### config.mk
export PLATFORM = sky130hd
export DESIGN_NAME = lti_front
export DESIGN_NICKNAME = d
export VERILOG_FILES = /design/src/rtl/core/lti_pkg.sv /design/src/rtl/core/lti_front.sv
export SDC_FILE = /design/constraint.sdc
export NUM_CORES = 1
export LEC_CHECK = 0
export ABC_AREA = 1
export ABC_CLOCK_PERIOD_IN_PS = 1650
export CAP_MARGIN = 25
export CORE_AREA = 2 2 78 80
export CTS_BUF_LIST = sky130_fd_sc_hd__clkbuf_16
export DETAILED_ROUTE_END_ITERATION = 8
export DIE_AREA = 0 0 80 82
export DONT_BUFFER_PORTS = 1
export PLACE_DENSITY = 0.42
export SKIP_CTS_REPAIR_TIMING = 1
export SLEW_MARGIN = 10
export SYNTH_ARGS = -nofsm -noshare
export SYNTH_HDL_FRONTEND = slang
export SYNTH_SLANG_ARGS = --single-unit
### constraint.sdc
create_clock -name clk -period 1.65 [get_ports clk]
set_input_delay 0.0825 -clock clk [delete_from_list [all_inputs] [get_ports clk]]
set_output_delay 0.0825 -clock clk [all_outputs]
set_load 0.005 [all_outputs]
### src/rtl/core/lti_pkg.sv
// Shared types, codes and helpers of the Lagrange table interpolator.
`default_nettype none
package lti_pkg;

  // request kind on in_tuser
  localparam logic REQ_LOAD  = 1'b0;
  localparam logic REQ_QUERY = 1'b1;

  // item classes handed from front to back
  localparam logic [1:0] KIND_LOAD   = 2'd0;
  localparam logic [1:0] KIND_BADIDX = 2'd1;
  localparam logic [1:0] KIND_QUERY  = 2'd2;

  // result status codes
  localparam logic [2:0] ST_OK        = 3'd0;
  localparam logic [2:0] ST_RANGE     = 3'd1;
  localparam logic [2:0] ST_UNSORTED  = 3'd2;
  localparam logic [2:0] ST_BAD_ORDER = 3'd3;
  localparam logic [2:0] ST_BAD_INDEX = 3'd4;

  // configuration register indexes
  localparam logic [1:0] REG_POINTS = 2'd0;
  localparam logic [1:0] REG_ORDER  = 2'd1;

  localparam int PIU_W = 11;
  localparam int ORD_W = 4;
  localparam int IDX_W = 10;

  // divider widths: numerator (x - xj) << 16, denominator xi - xj
  localparam int NUM_W = 49;
  localparam int DEN_W = 33;
  localparam int DVD_W = 50;
  localparam int DVS_W = 34;

  typedef struct packed {
    logic [1:0]         kind;
    logic               empty;
    logic               order_bad;
    logic [IDX_W-1:0]   addr;
    logic signed [31:0] x;
    logic signed [31:0] y;
  } item_t;

  typedef struct packed {
    logic [PIU_W-1:0] s;
    logic [ORD_W-1:0] n;
  } cfg_t;

  // saturate a sign and magnitude pair to signed 32 bits
  function automatic logic [31:0] sat_signmag(input logic neg, input logic [63:0] m);
    logic [31:0] r;
    if (!neg) begin
      r = (m > 64'h7FFF_FFFF) ? 32'h7FFF_FFFF : m[31:0];
    end else begin
      r = (m > 64'h8000_0000) ? 32'h8000_0000 : (32'd0 - m[31:0]);
    end
    return r;
  endfunction

endpackage
`default_nettype wire

### src/rtl/core/lti_front.sv
// Front: configuration registers, input transfer and item classification.
`default_nettype none
module lti_front
  import lti_pkg::*;
#(
  parameter int TABLE_DEPTH = 1024,
  parameter int MAX_ORDER   = 8
) (
  input  wire         clk,
  input  wire         rst_n,
  input  wire         in_tvalid,
  output logic        in_tready,
  input  wire  [79:0] in_tdata,
  input  wire  [0:0]  in_tuser,
  input  wire         cfg_valid,
  output logic        cfg_ready,
  input  wire  [1:0]  cfg_index,
  input  wire  [15:0] cfg_data,
  input  wire         q_full,
  output logic        q_push,
  output item_t       q_item,
  output cfg_t        cfg
);

  logic [PIU_W-1:0] piu_r;
  logic [ORD_W-1:0] ord_r;
  logic [PIU_W-1:0] s;
  logic [IDX_W-1:0] idx;

  assign cfg_ready = 1'b1;
  assign in_tready = !q_full;
  assign q_push    = in_tvalid && in_tready;

  // hold configuration written over the cfg channel
  always_ff @(posedge clk) begin
    if (!rst_n) begin
      piu_r <= PIU_W'(1024);
      ord_r <= ORD_W'(4);
    end else if (cfg_valid && cfg_ready) begin
      if (cfg_index == REG_POINTS) piu_r <= cfg_data[PIU_W-1:0];
      else if (cfg_index == REG_ORDER) ord_r <= cfg_data[ORD_W-1:0];
    end
  end

  // clamp the table size to the memory depth
  assign s     = (32'(piu_r) > TABLE_DEPTH) ? PIU_W'(TABLE_DEPTH) : piu_r;
  assign cfg.s = s;
  assign cfg.n = ord_r;
  assign idx   = in_tdata[9:0];

  // classify the incoming item
  always_comb begin
    q_item.addr      = idx;
    q_item.x         = in_tdata[41:10];
    q_item.y         = in_tdata[73:42];
    q_item.empty     = (s == '0);
    q_item.order_bad = (ord_r == '0) || (32'(ord_r) > MAX_ORDER)
                       || (PIU_W'(ord_r) > s);
    if (in_tuser[0] == REQ_QUERY) q_item.kind = KIND_QUERY;
    else if (32'(idx) < TABLE_DEPTH) q_item.kind = KIND_LOAD;
    else q_item.kind = KIND_BADIDX;
  end

endmodule
`default_nettype wire

* Yosys cells after proc, flatten, opt, wreduce, memory -nomap -nowiden
Index checks and enable logic that the tools add are counted.
** Cells by class
- Order comparisons :: 3
- Muxes and demuxes :: 2
- Reduce and logical (&&, ||, !) cells :: 9
- Bitwise gates (word level) :: 1
- Eq/ne operators :: 1
** Operators by type and width (number)
- > comparator 11 bit, second input constant :: 1
- > comparator 4 x 11 -> 1 bit :: 1
- logical NOT 11 bit :: 1
- 2-to-1 mux 11 bit :: 1
- > comparator 4 bit, second input constant :: 1
- logical NOT 4 bit :: 1
- AND reduction 3 bit :: 1
- == test 2 x 1 -> 1 bit, second input constant :: 1
- logical NOT 2 bit :: 1
- logical OR 1 bit :: 2
- 2-to-1 mux 2 bit :: 1
- AND reduction 2 bit :: 1
- logical AND 1 bit :: 1
- logical NOT 1 bit :: 1
- inverter 1 bit :: 1
** Storage, ports and cells
- Output and inout bits :: 96
- Bits of input ports :: 104
- Register bits :: 15
- Logic and storage cells :: 18

* Logic depth before layout (Yosys ltp)
- Depth in word-level cells :: 4
- Gate-level depth with buffers :: 14
- Gate-level depth less buffers :: 13

* Worst setup path after synthesis
No wires, ideal clock.
- Path kind :: flip-flop to output port
- From :: register piu_r[0]
- To :: output port q_item[74] in the netlist's numbering
- Setup slack :: 0.143 ns
- Data arrival time :: 1.425 ns
- Required time :: 1.567 ns
- Stages on the path, launching flop included :: 14
- Buffers on the path :: 0
- Path through :: dfxtp_1 -> nor2_2 -> nand3_1 -> nor2_1 -> nor2_2 -> inv_1 -> nand2_1 -> ha_1 -> a21oi_1 -> nand2_1 -> nand2_1 -> nand2_1 -> nand2_1 -> nand2_1
** RTL lines
- start: declaration :: RTL line lti_front.sv:25 : logic [PIU_W-1:0] piu_r;
- start signal: assignment :: RTL line lti_front.sv:40 : if (cfg_index == REG_POINTS) piu_r <= cfg_data[PIU_W-1:0];
- end: declaration :: RTL line lti_front.sv:21 : output item_t q_item,

==> qor.yml <==
cp-end-kind: "primary output"
grt_pass1_vias: 842
combinationalPowerShare_pct: 21.9
fp-row-count: 28
final_cell_mix: "19 x inv_1, 14 x nand2_1"
routed_wl_microns: 2850
holdWs_ns: -0.0259
cts.sinks: 15
tightest_slew_ns: 0.565
critPathMaxFanout: 3
p_seq_share_pct: 36.4
max_slew_margin_pct: 62.2
antenna_cells: 0
finalMaxSlewViolations: 0
drc: 0
outcome: "finished with violations"
final_common_cell: "inv_1"
design_area_sq_um: 1220
synth_area_per_cell_sq_um: 7.07
ys_warn_count: 0
dp.cells: 207
ctsLongestPathBuffers: 2
vias: 884
dr.pass1.iters: 4
total_power_w: 0.00111
port_buffers: 0
drive_gt1_share_pct: 34.5
cts_buffers: 3
drt-initial-drc-count: 8
syn_area_sq_um: 1430
io_pins: 200
multi_input_area_sq_um: 546
hold_class: "input port to register"
cp.required_ns: 1.57
failed_checks: "hold timing, setup timing"
grt.overflow.total: 0
setup_violations: 1
die_x_microns: 80
start_kind: "register"
worst_ir_drop_vdd_uv: 191
crit_type: "register to primary output"
nets: 248
n_fill_cell: 679
synth_nets: 310
ys_seq_area_share_pct: 21.0
cp_data_arrival_time_ns: 1.76
cts_tree: "built"
p_sw_w: 0.000292
fmax_mhz: 542
grt.total_usage_pct: 8.41
initial_core_util_pct: 24.9
final_cells: 214
grt_pass1_wl_microns: 4070
htree_levels: 1
die_y_microns: 82
finalCriticalPeriod_ns: 1.84
swShare_pct: 26.4
vias_per_cell: 4.13
gp_congestion: 0.677
area_growth_pct: -14.7
dieArea_sq_um: 6560
finalCritPeriodShare_pct: 112
path_clk_slew_ns: 0.05
place_area_sq_um: 1000
p_int_w: 0.000814
drv_cap: 0
clock_power_share_pct: 41.7
placeableCoreArea_sq_um: 5750
worst_slack_ns: -0.194
ant_nets: 0
root_buffer: "clkbuf_16"
place_ws_ns: -0.0468
hpwl_microns: 2230
regArea_sq_um: 303
p_per_area_nw_per_um2: 908
p_leak_nw: 0.500
clk_latency_ns: 0.24
finalClockSkew_ns: 0
synth_cell_types: 19
ys_ff_latch: 15
fin_setup_tns_ns: -0.194
postSynthCellCount: 202
hold_viol: 4
grt_max_degree: 22
antenna_found_initial: 0
rsz0062_at_grt: "true"
avgRoutedWirePerCell_microns: 13.3
synthesized netlist by cell type (all sizes together):
| library cell | count | share of area (%) |
|---|---|---|
| a21oi | 14 | 4.9 |
| buf | 81 | 42 |
| clkbuf | 1 | 0.26 |
| conb | 2 | 0.53 |
| dfxtp | 15 | 21 |
| ha | 4 | 3.5 |
| inv | 21 | 5.5 |
| nand2 | 17 | 4.5 |
| nand3 | 6 | 2.1 |
| nand4 | 2 | 0.88 |
| nor2 | 21 | 7.6 |
| nor3 | 3 | 1.1 |
| o211ai | 1 | 0.53 |
| o21ai | 13 | 4.6 |
| xor2 | 1 | 0.61 |
power by group through the flow:
stage	combinational, W	clock (W)	sequential [W]
2_1_floorplan	0.000287	0	0.000401
3_3_place_gp	0.000187	0	0.000404
3_5_place_dp	0.000189	0	0.000404
4_1_cts	0.000190	0.000476	0.000397
5_1_grt	0.000272	0.000496	0.000405
6_report	0.000243	0.000461	0.000403
per-stage QoR:
stage	util (%)	hold WS [ns]
2_1_floorplan	-	0.192
3_3_place_gp	17.4	0.165
3_5_place_dp	17.4	0.165
4_1_cts	18.8	-0.0817
5_1_grt	21.2	0.000623
6_report	21.2	-0.0259
critical path: stages (launching register included):
cell and delay, ns:
dfxtp_2 0.33, nor2_4 0.11, nand3_2 0.10, nor2_4 0.13, nor2_4 0.06, inv_2 0.07
nand2_2 0.07, ha_4 0.28, nand3_1 0.07, nand2_1 0.07, nand2_1 0.05, nand2_1 0.05
nand2_1 0.05, nand2_1 0.08
registers in the layout, indices dropped and copies added (netlist names):
name   flops
piu_r     11
ord_r      4
routing by layer:
| metal | GRT usage, % | wire length, microns | up-vias |
|---|---|---|---|
| met3 | 3.41 | 317 | 19 |
| met5 | 0 | 0 | - |
| li1 | - | - | 424 |
| met2 | 12.5 | 1310 | 57 |
| met1 | 8.61 | 1080 | 384 |
| met4 | 8.98 | 149 | 0 |
worst paths after layout:
| path | startpoint | slack [ns] | cells past startpoint | endpoint |
|---|---|---|---|---|
| max reg2reg | piu_r[3] | 0.90 | 3 | piu_r[3] |
| max | piu_r[5] | -0.19 | 13 | q_item[74] |
| min reg2reg | piu_r[5] | 0.54 | 2 | piu_r[5] |
| min | rst_n | -0.03 | 2 | ord_r[1] |
cell families after synthesis:
| family | synth area share, % |
|---|---|
| buf+inv | 48.2 |
| simple gates | 16.1 |
| xor+xnor | 0.613 |
| fa+ha+maj | 3.50 |
| flops | 21.0 |
| other cells | 0.526 |
| compound gates | 9.98 |
area by class of cell:
cell class,count,share of cell area (%)
multi-input cells,84,44.8
flip-flops and latches,15,24.8
repair buffers,15,9.75
well taps,75,7.70
inverters,21,6.47
clock buffers,3,6.16
clock inverters,1,0.308
(Power assumes the default switching activity.)
