==> config.mk <==
export PLATFORM = sky130hd
export DESIGN_NAME = lti_fifo
export DESIGN_NICKNAME = d
export VERILOG_FILES = /design/src/rtl/core/lti_pkg.sv /design/src/rtl/core/lti_fifo.sv
export SDC_FILE = /design/constraint.sdc
export NUM_CORES = 1
export LEC_CHECK = 0
export ABC_AREA = 1
export ABC_CLOCK_PERIOD_IN_PS = 4000
export BUFFER_PORTS_ARGS = -buffer_cell sky130_fd_sc_hd__buf_4
export CORE_MARGIN = 3
export CORE_UTILIZATION = 47
export DETAILED_ROUTE_END_ITERATION = 6
export PLACE_DENSITY = 0.78
export SYNTH_ARGS = -nofsm -noshare
export SYNTH_HDL_FRONTEND = slang
export SYNTH_SLANG_ARGS = --single-unit
==> constraint.sdc <==
create_clock -name clk -period 4 [get_ports clk]
set_input_delay 0.2 -clock clk [delete_from_list [all_inputs] [get_ports clk]]
set_output_delay 0.2 -clock clk [all_outputs]
set_load 0.05 [all_outputs]
==> src/rtl/core/lti_pkg.sv <==
// Shared types, codes and helpers of the Lagrange table interpolator.
`default_nettype none
package lti_pkg;

  // request kind on in_tuser
  localparam logic REQ_LOAD  = 1'b0;
  localparam logic REQ_QUERY = 1'b1;

  // item classes handed from front to back
  localparam logic [1:0] KIND_LOAD   = 2'd0;
  localparam logic [1:0] KIND_BADIDX = 2'd1;
  localparam logic [1:0] KIND_QUERY  = 2'd2;

  // result status codes
  localparam logic [2:0] ST_OK        = 3'd0;
  localparam logic [2:0] ST_RANGE     = 3'd1;
  localparam logic [2:0] ST_UNSORTED  = 3'd2;
  localparam logic [2:0] ST_BAD_ORDER = 3'd3;
  localparam logic [2:0] ST_BAD_INDEX = 3'd4;

  // configuration register indexes
  localparam logic [1:0] REG_POINTS = 2'd0;
  localparam logic [1:0] REG_ORDER  = 2'd1;

  localparam int PIU_W = 11;
  localparam int ORD_W = 4;
  localparam int IDX_W = 10;

  // divider widths: numerator (x - xj) << 16, denominator xi - xj
  localparam int NUM_W = 49;
  localparam int DEN_W = 33;
  localparam int DVD_W = 50;
  localparam int DVS_W = 34;

  typedef struct packed {
    logic [1:0]         kind;
    logic               empty;
    logic               order_bad;
    logic [IDX_W-1:0]   addr;
    logic signed [31:0] x;
    logic signed [31:0] y;
  } item_t;

  typedef struct packed {
    logic [PIU_W-1:0] s;
    logic [ORD_W-1:0] n;
  } cfg_t;

  // saturate a sign and magnitude pair to signed 32 bits
  function automatic logic [31:0] sat_signmag(input logic neg, input logic [63:0] m);
    logic [31:0] r;
    if (!neg) begin
      r = (m > 64'h7FFF_FFFF) ? 32'h7FFF_FFFF : m[31:0];
    end else begin
      r = (m > 64'h8000_0000) ? 32'h8000_0000 : (32'd0 - m[31:0]);
    end
    return r;
  endfunction

endpackage
`default_nettype wire

==> src/rtl/core/lti_fifo.sv <==
// Two-entry queue between the classifying front and the executing back.
`default_nettype none
module lti_fifo
  import lti_pkg::*;
(
  input  wire   clk,
  input  wire   rst_n,
  input  wire   push,
  input  item_t push_data,
  output logic  full,
  input  wire   pop,
  output item_t pop_data,
  output logic  valid
);

  item_t       mem_r [2];
  logic        wp_r, rp_r;
  logic [1:0]  cnt_r;

  assign full     = (cnt_r == 2'd2);
  assign valid    = (cnt_r != 2'd0);
  assign pop_data = mem_r[rp_r];

  // store on push
  always_ff @(posedge clk) begin
    if (push) begin
      mem_r[wp_r] <= push_data;
    end
  end

  // advance pointers and count
  always_ff @(posedge clk) begin
    if (!rst_n) begin
      wp_r  <= 1'b0;
      rp_r  <= 1'b0;
      cnt_r <= 2'd0;
    end else begin
      if (push) wp_r <= ~wp_r;
      if (pop)  rp_r <= ~rp_r;
      if (push && !pop) cnt_r <= cnt_r + 2'd1;
      else if (pop && !push) cnt_r <= cnt_r - 2'd1;
    end
  end

endmodule
`default_nettype wire

### After elaboration in Yosys (flattened, before gate mapping)

Memory sizes are Yosys's and may differ from the RTL's. A register that Yosys moved wholly into a read port is not among the register bits.
Cells that the tools add are included.

* flip-flop bits (word level): 4
* RAM bits: 156
* input bits: 82
* word-level logic and storage cells: 21
* memories kept: 1

Memories
* mem_r: words 2, bits a word 78, rd ports 1, clocked after Yosys merged registers in 1, wr ports 1, line lti_fifo.sv:16 `item_t mem_r [2];`

* add/sub/neg operators: 2
* equal/unequal tests: 1
* muxes and demuxes: 6
* bitwise logic cells: 2
* reduce and logical (&&, ||, !) cells: 6

Operators with widths (number)
* $mux W1: 4
* $mux W2: 2
* $reduce_bool A2 Y1: 2
* $add A2 B1 Y2 const B: 1
* $eq A2 B2 Y1 const B: 1
* $logic_and A1 B1 Y1: 2
* $logic_not A1 Y1: 2
* $not A1 Y1: 2
* $sub A2 B1 Y2 const B: 1

### Longest topological paths before layout

Gate-level depths: netlist (run 1).

* depth after elaboration: 4
* depth in mapped cells: 8
* depth with buffers taken out: 8

### Worst setup path before layout (run 1)

OpenSTA, ideal clock, no wires.

* kind: flip-flop to flip-flop
* start point: register wp_r
* end point: memory mem_r[0][0] (netlist name), enable pin
* setup time: 0.517 ns
* arrival: 3.571 ns
* required time: 3.483 ns
* setup slack: -0.088 ns
* stages on the path, launching flop included: 2
* buffers on the path: 0
* period minus slack after synthesis: 4.088 ns
* cell sequence: dfxtp_1 > nor2_1

RTL lines
* start: declaration: line lti_fifo.sv:17 `logic wp_r, rp_r;`
* start signal: assignment: line lti_fifo.sv:38 `if (push) wp_r <= ~wp_r;`
* end: declaration: line lti_fifo.sv:16

Straight into the memory's write port.

==> metrics.cfg, run 1 <==
[final_layout]
register_area_um2 = 4790
n_antenna_cell = 0
area_growth_pct = 46.5
multi_input_area_um2 = 1060
fin_util = 0.715
fillers = 757
drive_above_1_share = 0.501
num-nets-final = 613

[job]
maxCapViolations = 0

[timing]
min_period_over_period = 0.601
fin_crit_ns = 2.40
fmax_mhz = 416
rsz0062_at_grt = false
setup_viol = 0
slew_headroom = 0.247
hold_violations = 0
max_slew.worst_pin.slew_ns = 1.13
fin_skew_ns = 0.00814
finalSetupTns_ns = 0
finalMaxSlewViolations = 0

[grt]
grt_pass1_vias = 3793
grt.total_usage = 0.178
grt_pass1_wl_mm = 19.2
antenna_found_initial = 0
overflow = 0
grt_start_max_net_pins = 79

[synthesis]
yosys_register_bits = 161
syn_avg_cell_area_um2 = 21.4
syn-cell-area_um2 = 5940
ys_warn_count = 0
yosysSeqAreaShare = 0.806
synthCells = 278
synth.distinct_cells = 14
syn_nets = 361

[hold_path]
hp-class = in -> reg

[cts]
h-tree-depth = 4
clkSinkCount = 161
cts_buffers = 17
path_clk_slew_ns = 0.06
cts_root_buffer = clkbuf_16
cts_tree = yes
cts_buffer_depth = 2
clock_latency_ns = 0.41

[route]
firstDrtPassIters = 4
wl_met3_um = 733
drt_wl_total_mm = 12.1
routed.top_layer = met4
drc = 0
ant_nets = 0
wl_met2_mm = 6.55
vias = 3397
wl_met1_mm = 4.59
viasPerCell = 4.78
wl_per_cell_um = 17.0
drtIter0Drc = 217

[worst_setup_path]
arrival_ns = 2.20
critPathLaunchType = flip-flop
worstPathRequired_ns = 3.80
crit_path_end_kind = primary output
r2r_slack_ns = 2.00
cp_max_fo = 78
critPathKind = reg -> out

[floorplanning]
ios = 162
die_y_um = 118
rows = 40
core_um2 = 12200
die-width_um = 118
start_util = 0.488
die-area_um2 = 14000

[pwr]
leakage_nw = 3.38
peakVddDrop_uv = 338
total_power_mw = 4.30
p_per_area_nw_per_um2 = 494

[place]
gp_congestion = 0.737
dp_hpwl_mm = 6.96
port_buffers = 161

[outcome]
status = completed

[worst max-delay path, stage by stage, from the launching register on]
cell and delay, ns:
dfxtp_4 1.09, mux2_2 0.46, buf_4 0.20
[synthesized netlist by cell type]
library cell	number	area, µm²
a21oi_1	1	5.00
nor2_1	8	30.0
buf_6	4	45.0
o21ai_0	1	5.00
dfxtp_1	5	100
nand3_1	1	5.00
nand2_1	9	33.8
mux2_4	20	300
mux2_2	58	653
buf_2	5	25.0
nand4_1	1	6.26
inv_1	8	30.0
ha_1	1	12.5
edfxtp_1	156	4680
[sequential cells by signal, summed over array words and instances (netlist names), named ones only]
signal,cells
cnt_r,2
mem_r,156
rp_r,1
wp_r,1
[stage by stage]
stage / hold slack (ns) / instances / instance area [µm²] / setup WS (ns)
2_1_floorplan: 0.299 / 278 / 5940 / 1.21
5_1_grt: 0.0421 / 711 / 8700 / 1.47
3_5_place_dp: 0.387 / 601 / 7320 / 1.97
3_3_place_gp: 0.385 / 601 / 7320 / 2.00
4_1_cts: 0.0176 / 711 / 8700 / 1.55
6_report: 0.0452 / 711 / 8700 / 1.60
[power breakdown]
part / switching (mW) / internal [mW] / leakage (nW)
logic: 0.409 / 0.281 / 1.58
registers: 0.0463 / 1.95 / 1.51
clock network: 0.583 / 1.03 / 0.295
total: 1.04 / 3.26 / 3.38
[layout by cell type (no fill, tap or decap), drive strengths merged, types with 3 or more instances in the layout]
cell | synthesis | final
clkbuf | 0 | 25
inv | 8 | 7
mux2 | 78 | 78
nor2 | 8 | 8
nand2 | 9 | 9
dfxtp | 5 | 5
edfxtp | 156 | 156
dlygate4sd3 | 0 | 78
bufinv | 0 | 3
buf | 9 | 164
clkinv | 0 | 5
[layout make-up]
type / count / area share
Clock buffer: 25 / 0.0558
Clock inverter: 7 / 0.0127
Inverter: 8 / 0.00360
Multi-Input combinational cell: 100 / 0.122
Sequential cell: 161 / 0.551
Tap cell: 168 / 0.0242
Timing Repair Buffer: 242 / 0.231
[what timing repair did]
action / in CTS / in global routing
hold buffers: 78 / 0
resized for setup: 0 / 0
endpoints found under the hold margin: 156 / 0
buffers inserted: 0 / 0
[final timing paths]
| kind | startpoint | to | cells past startpoint |
|---|---|---|---|
| max | flip-flop | pop_data[44] | 2 |
| min | rst_n | cnt_r[1] | 3 |
| max reg2reg | wp_r | mem_r[1][77] | 3 |
| min reg2reg | rp_r | rp_r | 2 |
[per-layer routing]
metal | up-vias | GRT usage
li1 | 1583 | -
met1 | 1655 | 0.195
met2 | 135 | 0.316
met3 | 24 | 0.0603
met4 | 0 | 0.0739
met5 | - | 0
[cells by family after synthesis]
family / after synthesis / synth area share
and+or+nand+nor: 19 / 0.0126
buffers and inverters: 17 / 0.0169
adders and majority gates: 1 / 0.00211
AOI/OAI and AO/OA: 2 / 0.00168
DFF: 161 / 0.806
muxes: 78 / 0.161
Power figures use the tool's default switching activity.
==> inputs of run 2 (changes only) <==
--- a/config.mk
+++ b/config.mk
@@ -6,12 +6,12 @@
 export NUM_CORES = 1
 export LEC_CHECK = 0
 export ABC_AREA = 1
-export ABC_CLOCK_PERIOD_IN_PS = 4000
+export ABC_CLOCK_PERIOD_IN_PS = 2400
 export BUFFER_PORTS_ARGS = -buffer_cell sky130_fd_sc_hd__buf_4
 export CORE_MARGIN = 3
-export CORE_UTILIZATION = 47
+export CORE_UTILIZATION = 52
 export DETAILED_ROUTE_END_ITERATION = 6
-export PLACE_DENSITY = 0.78
+export PLACE_DENSITY = 0.81
 export SYNTH_ARGS = -nofsm -noshare
 export SYNTH_HDL_FRONTEND = slang
 export SYNTH_SLANG_ARGS = --single-unit
==> constraint.sdc (replaced) <==
create_clock -name clk -period 2.4 [get_ports clk]
set_input_delay 0.12 -clock clk [delete_from_list [all_inputs] [get_ports clk]]
set_output_delay 0.12 -clock clk [all_outputs]
set_load 0.05 [all_outputs]
==> metrics.cfg, run 2 (same netlist as run 1, synthesis figures left out) <==
[grt]
grt_start_max_net_pins = 44  ; -44%
met3_usage = 0.0615  ; +0.00121
grt_pass1_wl_mm = 19.1  ; -0.61%
busiest_layer = met2
met2_usage = 0.352  ; +0.0357
grt.total_usage = 0.199  ; +0.0208
grt_pass1_vias = 3716  ; -2.0%
overflow = 0  ; unchanged
antenna_found_initial = 0  ; unchanged
met1_usage = 0.227  ; +0.0317

[timing]
slew_headroom = 0.619  ; +0.372
fin_crit_ns = 2.03
fin_skew_ns = 0.00857  ; +0.000427 ns
min_period_over_period = 0.846
rsz0062_at_grt = false
hold_violations = 0  ; unchanged
whs_ns = 0.429  ; +0.384 ns
layout_setup_ws_ns = 0.370  ; -1.23 ns
setup_viol = 0  ; unchanged
finalMaxSlewViolations = 0  ; unchanged
finalSetupTns_ns = 0  ; unchanged
fmax_mhz = 493
max_slew.worst_pin.slew_ns = 0.572  ; -0.558 ns

[worst_setup_path]
critPathLaunchType = flip-flop
worstPathRequired_ns = 2.28  ; -1.52 ns
cp_slowest_cell = dfxtp_4
critPathKind = reg -> out
path_buf_inv = 2  ; +1
cp_top_family = flip-flops
slowest_delay_ns = 0.61  ; -0.48 ns
path_cells = buf_4 > mux2_2 > buf_4
crit_path_end_kind = primary output
crit_top_cell = buf_4
cp_max_fo = 30  ; -62%
arrival_ns = 1.91  ; -0.29 ns
r2r_slack_ns = 0.85  ; -1.15 ns
reg2reg_from = wp_r

[floorplanning]
die_y_um = 113  ; -4.7%
die-area_um2 = 12700  ; -9.1%
die-width_um = 113  ; -4.7%
core_um2 = 11000  ; -9.7%
ios = 162  ; unchanged
start_util = 0.540  ; +0.0524
rows = 38  ; -5.0%

[final_layout]
num-nets-final = 622  ; +1.5%
mostFrequentLayoutCell = buf_4
layout_common_cells = 166 x buf_4, 156 x edfxtp_1, 83 x dlygate4sd3_1, 58 x mux2_2, 20 x mux2_4
final_cells = 692  ; -2.7%
top_regs = mem_r (156), cnt_r (2)
drive_above_1_share = 0.507  ; +0.00633
area_growth_pct = 48.7
regMostFlops = mem_r
largest_reg_flops = 156  ; unchanged
n_antenna_cell = 0  ; unchanged
finalInstanceArea_um2 = 8820  ; +1.5%

[route]
vias = 3424  ; +0.79%
viasPerCell = 4.95  ; +3.6%
firstDrtPassIters = 4  ; unchanged
drt_wl_total_mm = 12.3  ; +1.8%
drc = 0  ; unchanged
ant_nets = 0  ; unchanged
drtIter0Drc = 138  ; -36%
wl_per_cell_um = 17.8  ; +4.6%

[cts]
cts_resized = 0  ; unchanged
cts_buffer_depth = 2  ; unchanged
clkSinkCount = 161  ; unchanged
h-tree-depth = 4  ; unchanged
cts_buffers = 17  ; unchanged
clock_latency_ns = 0.42  ; about the same
path_clk_slew_ns = 0.07  ; about the same
cts_tree = yes
cts_root_buffer = clkbuf_16

[hold_path]
hold_start = push_data[0]
hp-class = in -> reg

[pwr]
peakVddDrop_uv = 622  ; +84%
p_per_area_nw_per_um2 = 841  ; +70%
leakage_nw = 3.45  ; +2.1%

[place]
place_ws_ns = 0.777  ; -1.20 ns
placed_cells = 577  ; -4.0%
gp_congestion = 0.740  ; +0.35%
port_buffers = 161  ; unchanged
dpl_cell_area_um2 = 7340  ; +0.27%
dp_hpwl_mm = 7.10  ; +1.9%

[outcome]
status = completed

[job]
maxCapViolations = 0  ; unchanged

-- run 2: cell count changes in the layout (fill, tap and decap cells not counted), sizes merged --
cell | before | now
clkinv | 5 | 6
buf | 164 | 168
dlygate4sd3 | 78 | 83
clkbuf | 25 | 19
clkinvlp | 0 | 2
bufinv | 3 | 5
inv | 7 | 8
-- run 2: timing repair --
item	4_1_cts	5_1_grt
setup buffers	0	0
endpoints found under the hold margin	161	0
hold buffers	83	0
-- run 2: layout make-up --
| class | count | area [µm²] |
|---|---|---|
| sequential | 161 | 4790 |
| fill | 524 | 2160 |
| timing repair buffer | 251 | 2120 |
| multi-input combinational | 100 | 1060 |
| clock buffer | 19 | 443 |
| clock inverter | 13 | 210 |
| tap | 140 | 175 |
| inverter | 8 | 31.3 |
-- run 2: worst reg2reg max path: stages, from the launching register on --
cell	delay, ns
dfxtp_1	0.39
nand2_1	0.11
clkinv_2	0.37
buf_4	0.36
-- run 2: report_power, final --
part / internal [mW] / leakage, nW / switching (mW)
Sequential: 3.25 / 1.51 / 0.0520
Combinational: 0.483 / 1.63 / 0.714
Clock: 1.88 / 0.314 / 1.04
Total: 5.61 / 3.45 / 1.81
-- run 2: worst paths after layout --
| kind | cells after the start | end |
|---|---|---|
| setup reg to reg | 3 | mem_r[1][70] |
| hold / removal | 2 | mem_r[0][0] |
| hold reg to reg | 2 | rp_r |
| setup / recovery | 3 | pop_data[17] |
-- run 2: metrics by stage --
stage	utilization	power [mW]
finish	0.803	7.42
global route	0.803	7.67
CTS	0.803	7.46
detailed placement	0.668	4.44
global placement	0.668	4.41
floorplan	-	4.07
-- run 2: layer usage --
| metal | wire length [µm] | up-vias |
|---|---|---|
| met5 | 0 | - |
| met4 | 183 | 0 |
| met3 | 721 | 17 |
| met2 | 6700 | 123 |
| met1 | 4720 | 1681 |
| li1 | - | 1603 |
